`config.mk`:
```
export PLATFORM = sky130hd
export DESIGN_NAME = subtractive_lagged_rng_top
export DESIGN_NICKNAME = d
export VERILOG_FILES = /design/src/slrng_pkg.sv /design/src/slrng_mem.sv /design/src/slrng_submod.sv /design/src/subtractive_lagged_rng_top.sv
export SDC_FILE = /design/constraint.sdc
export NUM_CORES = 2
export LEC_CHECK = 0
export ABC_AREA = 1
export CORE_MARGIN = 2
export CORE_UTILIZATION = 25
export DETAILED_ROUTE_END_ITERATION = 12
export DONT_BUFFER_PORTS = 1
export PLACE_DENSITY = 0.47
export SETUP_SLACK_MARGIN = 0.02
export SYNTH_ARGS = -nofsm -noshare
export SYNTH_HDL_FRONTEND = slang
export SYNTH_HIERARCHICAL = 1
export SYNTH_SLANG_ARGS = --single-unit
export TNS_END_PERCENT = 20
```
`constraint.sdc`:
```
create_clock -name clk -period 4.6 [get_ports clk]
set_input_delay 0 -clock clk [delete_from_list [all_inputs] [get_ports clk]]
set_output_delay 0 -clock clk [all_outputs]
set_load 0.01 [all_outputs]
```
`src/slrng_pkg.sv`:
```
// shared types and constants of the subtractive lagged rng
package slrng_pkg;

	// table entries stay below the modulus, so 30 bits hold them
	typedef logic [29:0] word_t;
	typedef logic [5:0]  addr_t;

	// one write port group into the lag table
	typedef struct packed {
		logic  en;
		addr_t addr;
		word_t data;
	} mem_wr_t;

	localparam word_t       MODULUS         = 30'd1000000000;
	localparam logic [31:0] MODULUS_W       = 32'd1000000000;
	localparam logic [32:0] START_OFFSET    = 33'd161803398;
	localparam addr_t       TABLE_LEN       = 6'd55;
	localparam logic [6:0]  TABLE_LEN_W     = 7'd55;
	localparam logic [6:0]  FILL_STRIDE     = 7'd21;
	localparam logic [6:0]  SCRAMBLE_LAG    = 7'd30;
	localparam logic [1:0]  LAST_PASS       = 2'd3;
	localparam addr_t       LAG_START       = 6'd31;
	localparam addr_t       FILL_LAST       = 6'd54;

endpackage

```
`src/slrng_mem.sv`:
```
// 55-entry lag table, one write port and two registered read ports
module slrng_mem
	import slrng_pkg::*;
(
	input  logic    clk,
	input  mem_wr_t wr,
	input  addr_t   raddr_a,
	input  addr_t   raddr_b,
	output word_t   rdata_a,
	output word_t   rdata_b
);

	word_t mem_q [55];

	// write and registered reads
	always_ff @(posedge clk) begin
		if (wr.en) begin
			mem_q[wr.addr] <= wr.data;
		end
		rdata_a <= mem_q[raddr_a];
		rdata_b <= mem_q[raddr_b];
	end

endmodule

```
`src/slrng_submod.sv`:
```
// shared modular subtractor: (a - b) mod 10^9 for a, b below 10^9
module slrng_submod
	import slrng_pkg::*;
(
	input  word_t a,
	input  word_t b,
	output word_t res
);

	logic [30:0] diff;

	// subtract, add the modulus back on borrow
	always_comb begin
		diff = {1'b0, a} - {1'b0, b};
		if (diff[30]) begin
			res = diff[29:0] + MODULUS;
		end else begin
			res = diff[29:0];
		end
	end

endmodule

```
`src/subtractive_lagged_rng_top.sv`:
```
// Draw without reseed: draw read, draw write and output states lead to a registered
// result; no item is taken until the block is idle again. Reseed (negative seed or first
// item after reset) adds one start step, 54 fill steps and 220 scramble steps through
// the shared subtractor and the two-read table. Reset clears the pointers to 0 and 31
// and the seeded flag; the table is not cleared, since the first item always reseeds.
module subtractive_lagged_rng_top
	import slrng_pkg::*;
(
	input  logic               clk,
	input  logic               arst_n,
	input  logic               in_valid,
	output logic               in_stall,
	input  logic signed [31:0] seed_word,
	output logic               out_valid,
	input  logic               out_stall,
	output logic [29:0]        draw_value,
	output logic signed [31:0] seed_back
);

	typedef enum logic [2:0] {
		ST_IDLE,
		ST_SEED,
		ST_FILL,
		ST_SCR_RD,
		ST_SCR_WR,
		ST_DRAW_RD,
		ST_DRAW_WR,
		ST_OUT
	} state_t;

	state_t             state_q;
	logic signed [31:0] seed_q;
	logic signed [31:0] back_q;
	logic               seeded_q;
	addr_t              rp_q;
	addr_t              lp_q;
	word_t              prev_q;
	word_t              cur_q;
	addr_t              cnt_q;
	logic [6:0]         slot_q;
	logic [1:0]         pass_q;
	word_t              draw_q;
	logic               out_valid_q;
	word_t              out_draw_q;
	logic signed [31:0] out_back_q;

	mem_wr_t    wr;
	addr_t      raddr_a;
	addr_t      raddr_b;
	word_t      rdata_a;
	word_t      rdata_b;
	word_t      unit_a;
	word_t      unit_b;
	word_t      unit_res;
	addr_t      rp_nx;
	addr_t      lp_nx;
	logic [6:0] lag_idx;
	logic [6:0] slot_nx;
	logic [31:0] mag;
	logic [32:0] start_diff;
	logic [31:0] start_abs;
	word_t      start_val;
	logic       in_take;
	logic       out_free;

	slrng_mem u_mem (
		.clk     (clk),
		.wr      (wr),
		.raddr_a (raddr_a),
		.raddr_b (raddr_b),
		.rdata_a (rdata_a),
		.rdata_b (rdata_b)
	);

	slrng_submod u_sub (
		.a   (unit_a),
		.b   (unit_b),
		.res (unit_res)
	);

	// handshake
	assign in_stall   = (state_q != ST_IDLE);
	assign in_take    = in_valid && !in_stall;
	assign out_free   = !out_valid_q || !out_stall;
	assign out_valid  = out_valid_q;
	assign draw_value = out_draw_q;
	assign seed_back  = out_back_q;

	// start value: |161803398 - |seed|| reduced once below 10^9
	always_comb begin
		mag        = seed_q[31] ? (~seed_q + 32'd1) : seed_q;
		start_diff = START_OFFSET - {1'b0, mag};
		start_abs  = start_diff[32] ? (~start_diff[31:0] + 32'd1) : start_diff[31:0];
		if (start_abs >= MODULUS_W) begin
			start_abs = start_abs - MODULUS_W;
		end
		start_val  = start_abs[29:0];
	end

	// pointer advance, scramble partner and fill slot stride
	always_comb begin
		rp_nx   = (rp_q >= TABLE_LEN) ? 6'd1 : rp_q + 6'd1;
		lp_nx   = (lp_q >= TABLE_LEN) ? 6'd1 : lp_q + 6'd1;
		lag_idx = {1'b0, cnt_q} + SCRAMBLE_LAG;
		if (lag_idx >= TABLE_LEN_W) begin
			lag_idx = lag_idx - TABLE_LEN_W;
		end
		slot_nx = slot_q + FILL_STRIDE;
		if (slot_nx >= TABLE_LEN_W) begin
			slot_nx = slot_nx - TABLE_LEN_W;
		end
	end

	// operand select for the shared subtractor
	always_comb begin
		if (state_q == ST_FILL) begin
			unit_a = prev_q;
			unit_b = cur_q;
		end else begin
			unit_a = rdata_a;
			unit_b = rdata_b;
		end
	end

	// table read addresses and write port
	always_comb begin
		raddr_a = cnt_q - 6'd1;
		raddr_b = lag_idx[5:0];
		wr.en   = 1'b0;
		wr.addr = cnt_q - 6'd1;
		wr.data = unit_res;
		case (state_q)
			ST_SEED: begin
				wr.en   = 1'b1;
				wr.addr = TABLE_LEN - 6'd1;
				wr.data = start_val;
			end
			ST_FILL: begin
				wr.en   = 1'b1;
				wr.addr = slot_q[5:0] - 6'd1;
				wr.data = cur_q;
			end
			ST_SCR_WR: begin
				wr.en = 1'b1;
			end
			ST_DRAW_RD: begin
				raddr_a = rp_nx - 6'd1;
				raddr_b = lp_nx - 6'd1;
			end
			ST_DRAW_WR: begin
				wr.en   = 1'b1;
				wr.addr = rp_q - 6'd1;
			end
			default: begin
			end
		endcase
	end

	// sequencer and registered outputs
	always_ff @(posedge clk or negedge arst_n) begin
		if (!arst_n) begin
			state_q     <= ST_IDLE;
			seeded_q    <= 1'b0;
			rp_q        <= 6'd0;
			lp_q        <= LAG_START;
			out_valid_q <= 1'b0;
			cnt_q       <= 6'd1;
			pass_q      <= 2'd0;
		end else begin
			// result taken downstream, unless a new one is loaded below
			if (out_valid_q && !out_stall && state_q != ST_OUT) begin
				out_valid_q <= 1'b0;
			end
			case (state_q)
				ST_IDLE: begin
					if (in_take) begin
						seed_q <= seed_word;
						back_q <= seed_word;
						if (seed_word[31] || !seeded_q) begin
							state_q <= ST_SEED;
						end else begin
							state_q <= ST_DRAW_RD;
						end
					end
				end
				ST_SEED: begin
					prev_q  <= start_val;
					cur_q   <= 30'd1;
					cnt_q   <= 6'd1;
					slot_q  <= FILL_STRIDE;
					state_q <= ST_FILL;
				end
				ST_FILL: begin
					prev_q <= cur_q;
					cur_q  <= unit_res;
					if (cnt_q == FILL_LAST) begin
						cnt_q   <= 6'd1;
						pass_q  <= 2'd0;
						state_q <= ST_SCR_RD;
					end else begin
						cnt_q  <= cnt_q + 6'd1;
						slot_q <= slot_nx;
					end
				end
				ST_SCR_RD: begin
					state_q <= ST_SCR_WR;
				end
				ST_SCR_WR: begin
					if (cnt_q == TABLE_LEN) begin
						cnt_q <= 6'd1;
						if (pass_q == LAST_PASS) begin
							rp_q     <= 6'd0;
							lp_q     <= LAG_START;
							seeded_q <= 1'b1;
							back_q   <= 32'sd1;
							state_q  <= ST_DRAW_RD;
						end else begin
							pass_q  <= pass_q + 2'd1;
							state_q <= ST_SCR_RD;
						end
					end else begin
						cnt_q   <= cnt_q + 6'd1;
						state_q <= ST_SCR_RD;
					end
				end
				ST_DRAW_RD: begin
					rp_q    <= rp_nx;
					lp_q    <= lp_nx;
					state_q <= ST_DRAW_WR;
				end
				ST_DRAW_WR: begin
					draw_q  <= unit_res;
					state_q <= ST_OUT;
				end
				ST_OUT: begin
					if (out_free) begin
						out_valid_q <= 1'b1;
						out_draw_q  <= draw_q;
						out_back_q  <= back_q;
						state_q     <= ST_IDLE;
					end
				end
				default: begin
					state_q <= ST_IDLE;
				end
			endcase
		end
	end

endmodule

```
==> results.yml <==
run_status:
  status: "finished with violations"
  violations: "setup timing"
placed_design:
  detailedPlace.worstSlack_ns: -0.2272
  hpwlAfterDp_um: 263400
  gp_congestion: 0.8995
  placed_area_sq_um: 116500
  portBuffers: 0
timing:
  rsz0062_at_grt: "true"
  fin_skew_ns: 0.1550
  finalCritPeriodShare_pct: 100.8
  drv_slew: 0
  relSlewSlack_pct: 10.26
  fin_crit_ns: 4.636
  hold_violations: 0
  clock.fmax_mhz: 215.7
  final-setup-viol-count: 21
  timing.hold.ws_ns: 0.1148
  worst_slew_pin_slew_ns: 1.346
  setup_ws_ns: -0.03552
yosys:
  synth_fp_nets: 12187
  synth_compound_area_share_pct: 2.828
  synth_top_cell_by_area: "edfxtp_1"
  synth.area.top_cells: "edfxtp_1 54%, nand2_1 18%, nand3_1 13%"
  synth_area_sq_um: 103500
  synth_cell_types: 60
  ys_ff_latch: 1958
  synth_xor_area_share_pct: 0.5152
  synth_edf_count: 1873
  ys_seq_area_share_pct: 56.14
  synth-adder-area-share_pct: 0.6483
  ys_warn_count: 6
  synth_area_per_cell_sq_um: 8.551
  synth-simple-area-share_pct: 33.75
  syn_inst: 12098
  synth_top_family_by_area: "simple AND/OR/NAND/NOR gates"
  synth-main-ff-cell: "edfxtp_1"
  synth_top_area_share_pct: 54.37
  async_reset_ff_share_pct: 1.277
  synth_mux_area_share_pct: 0.01088
  synth_most_common_cell: "nand2_1"
  yosys-top-cells-count: "4839 x nand2_1, 2768 x nand3_1, 1873 x edfxtp_1"
finish:
  design_area_sq_um: 126800
  n_fill_cell: 42844
  area_growth_pct: 22.59
  seq_area_sq_um: 58080
  multi_input_area_sq_um: 41170
  drive_above_1_share_pct: 14.55
  nets: 12761
clock_tree:
  clock_path_buffers: 4
  htree_num_levels: 4
  path_clk_slew_ns: 0.06
  clock-sinks: 1958
  cts_tree: "done"
  insertion_delay_ns: 1.04
  cts-root-buf: "clkbuf_16"
  numCtsBuffers: 223
floorplanning:
  rows: 236
  die-area_sq_um: 419000
  fp.dieH_um: 647.3
  core_area_sq_um: 412500
  io_pins: 100
  start_util_pct: 25.08
  die_w_um: 647.3
job:
  cap_violations: 0
worst_setup_path:
  slowest_delay_ns: 0.93
  worstPathMaxFanout: 86
  worstPathArrival_ns: 5.39
  worstSetupStartpointType: "flop"
  crit_path_cell_trace: "ha_1 -> nand2_1 -> a21oi_1 -> inv_1 -> nor2_1 -> inv_1 -> nand2_1 -> o21ai_4 -> inv_16 -> buf_12 -> buf_12 -> nand2_1 -> nand3_1 -> nand3_1 -> nand2_1 -> nand2_1 -> nand3_1 -> nand3_1 -> nand2_1"
  slowest_stage: "o21ai_4"
  required_ns: 5.36
  path_class: "flop to flop"
  cp_top_family: "simple AND/OR/NAND/NOR gates"
  cp_num_buf_inv: 5
  crit_top_cell: "nand2_1"
  worst_setup_path_end_kind: "flop"
routing:
  ant_nets: 0
  wl_per_cell_um: 23.36
  wl_um: 428500
  drtIter0Drc: 9764
  firstDrtPassIters: 6
  drc: 0
  num_vias: 91147
  vias_per_cell: 4.970
global_routing:
  grt.total_usage_pct: 19.58
  grtUsageMet2_pct: 31.13
  top_usage_layer: "met2"
  grt_pass1_wl_um: 606900
  grt_max_degree: 97
  grt_use_met3_pct: 3.086
  grt_overflow_total: 0
  grt_pass1_vias: 86249
  grtUsageMet1_pct: 25.93
  grt_antenna_before_repair: 17
worst_hold_path:
  hold_class: "input pin to flop"
## cell families (layout without fill, tap and decap cells)
kind of cell	Yosys count	count (layout)
flops	1958	1958
mux	1	1
buf+inv	1286	2045
simple gates	8208	8208
fa+ha+maj	53	53
xor+xnor	60	60
compound gates	532	532
other cells	0	10
## layout make-up
type / count / share of cell area (%)
Sequential cell: 1958 / 45.80
Multi-Input combinational cell: 8854 / 32.46
Timing Repair Buffer: 1119 / 9.222
Tap cell: 5474 / 5.401
Clock buffer: 294 / 4.785
Inverter: 516 / 1.596
Clock inverter: 116 / 0.7182
Antenna cell: 10 / 0.01973
## placed cells by master (no fill, tap or decap), drive strengths merged, types with 9 or more instances in the layout
cell,count
clkinv,91
dfrtp,19
nand3b,15
nor2,428
xor2,51
dfxtp,60
edfxtp,1873
nand4,62
a21oi,132
ha,52
clkinvlp,12
o221ai,11
bufinv,11
inv,518
clkbuf,308
nand3,2781
diode,10
dlygate4sd3,72
buf,1031
nand2,4881
xnor2,9
nor3,26
o211ai,51
o21ai,308
## what timing repair did
| action | CTS | global route |
|---|---|---|
| setup endpoints to repair | 1162 | 1311 |
| endpoints found under the hold margin | 316 | 0 |
| setup buffers | 21 | 46 |
| hold buffers | 74 | 0 |
| resized for setup | 99 | 309 |
| pin swaps | 20 | 113 |
| gates cloned | 8 | 15 |
## through the flow
stage / std cells / TNS, ns / utilization, %
finish: 18341 / -0.2223 / 30.74
global route: 18333 / -258.89 / 30.74
CTS: 18272 / -5.666 / 30.30
detailed placement: 17759 / -136.97 / 28.23
global placement: 17759 / -180.08 / 28.23
floorplan: 12098 / -74.52 / -
## flip-flops by register name (all words and copies together), names as in the netlist
name / cells
cur_q: 30
u_mem/rdata_b: 30
draw_q: 30
seeded_q: 1
u_mem/rdata_a: 30
lp_q: 6
out_valid: 1
draw_value: 30
u_mem/mem_q: 1650
back_q: 32
prev_q: 30
state_q: 3
pass_q: 2
slot_q: 7
seed_back: 32
rp_q: 6
cnt_q: 6
seed_q: 32
## final timing paths
check	from	to	slack [ns]	depth (start not counted)
max	rp_q[0]$_DFFE_PN0P_	u_mem/rdata_a[23]$_DFF_P_	-0.04	19
min	in_valid	state_q[2]$_DFFE_PN0P_	0.11	5
max reg2reg	rp_q[0]$_DFFE_PN0P_	u_mem/rdata_a[23]$_DFF_P_	-0.04	19
min reg2reg	back_q[3]$_SDFFCE_PP0P_	seed_back[3]$_DFFE_PP_	0.38	0
max in group asynchronous	arst_n	lp_q[0]$_DFFE_PN1P_	4.12	4
min in group asynchronous	arst_n	rp_q[3]$_DFFE_PN0P_	0.18	4
## layer usage
layer	vias to the layer above	part of all wire, %
met5	-	0.0063
li1	42083	-
met2	3989	45
met4	4	5.3
met3	814	8.2
met1	44257	42
## worst register-to-register path: cells and delay by family (launching register included)
kind / cells / cell delay, ns
simple gates: 11 / 1.67
buf+inv: 5 / 1.20
compound gates: 2 / 1.02
flops: 1 / 0.41
fa+ha+maj: 1 / 0.22
Power is left out: the tool's default activity adds up to more than one toggle a clock period on the data nets, which glitch-free logic cannot reach.
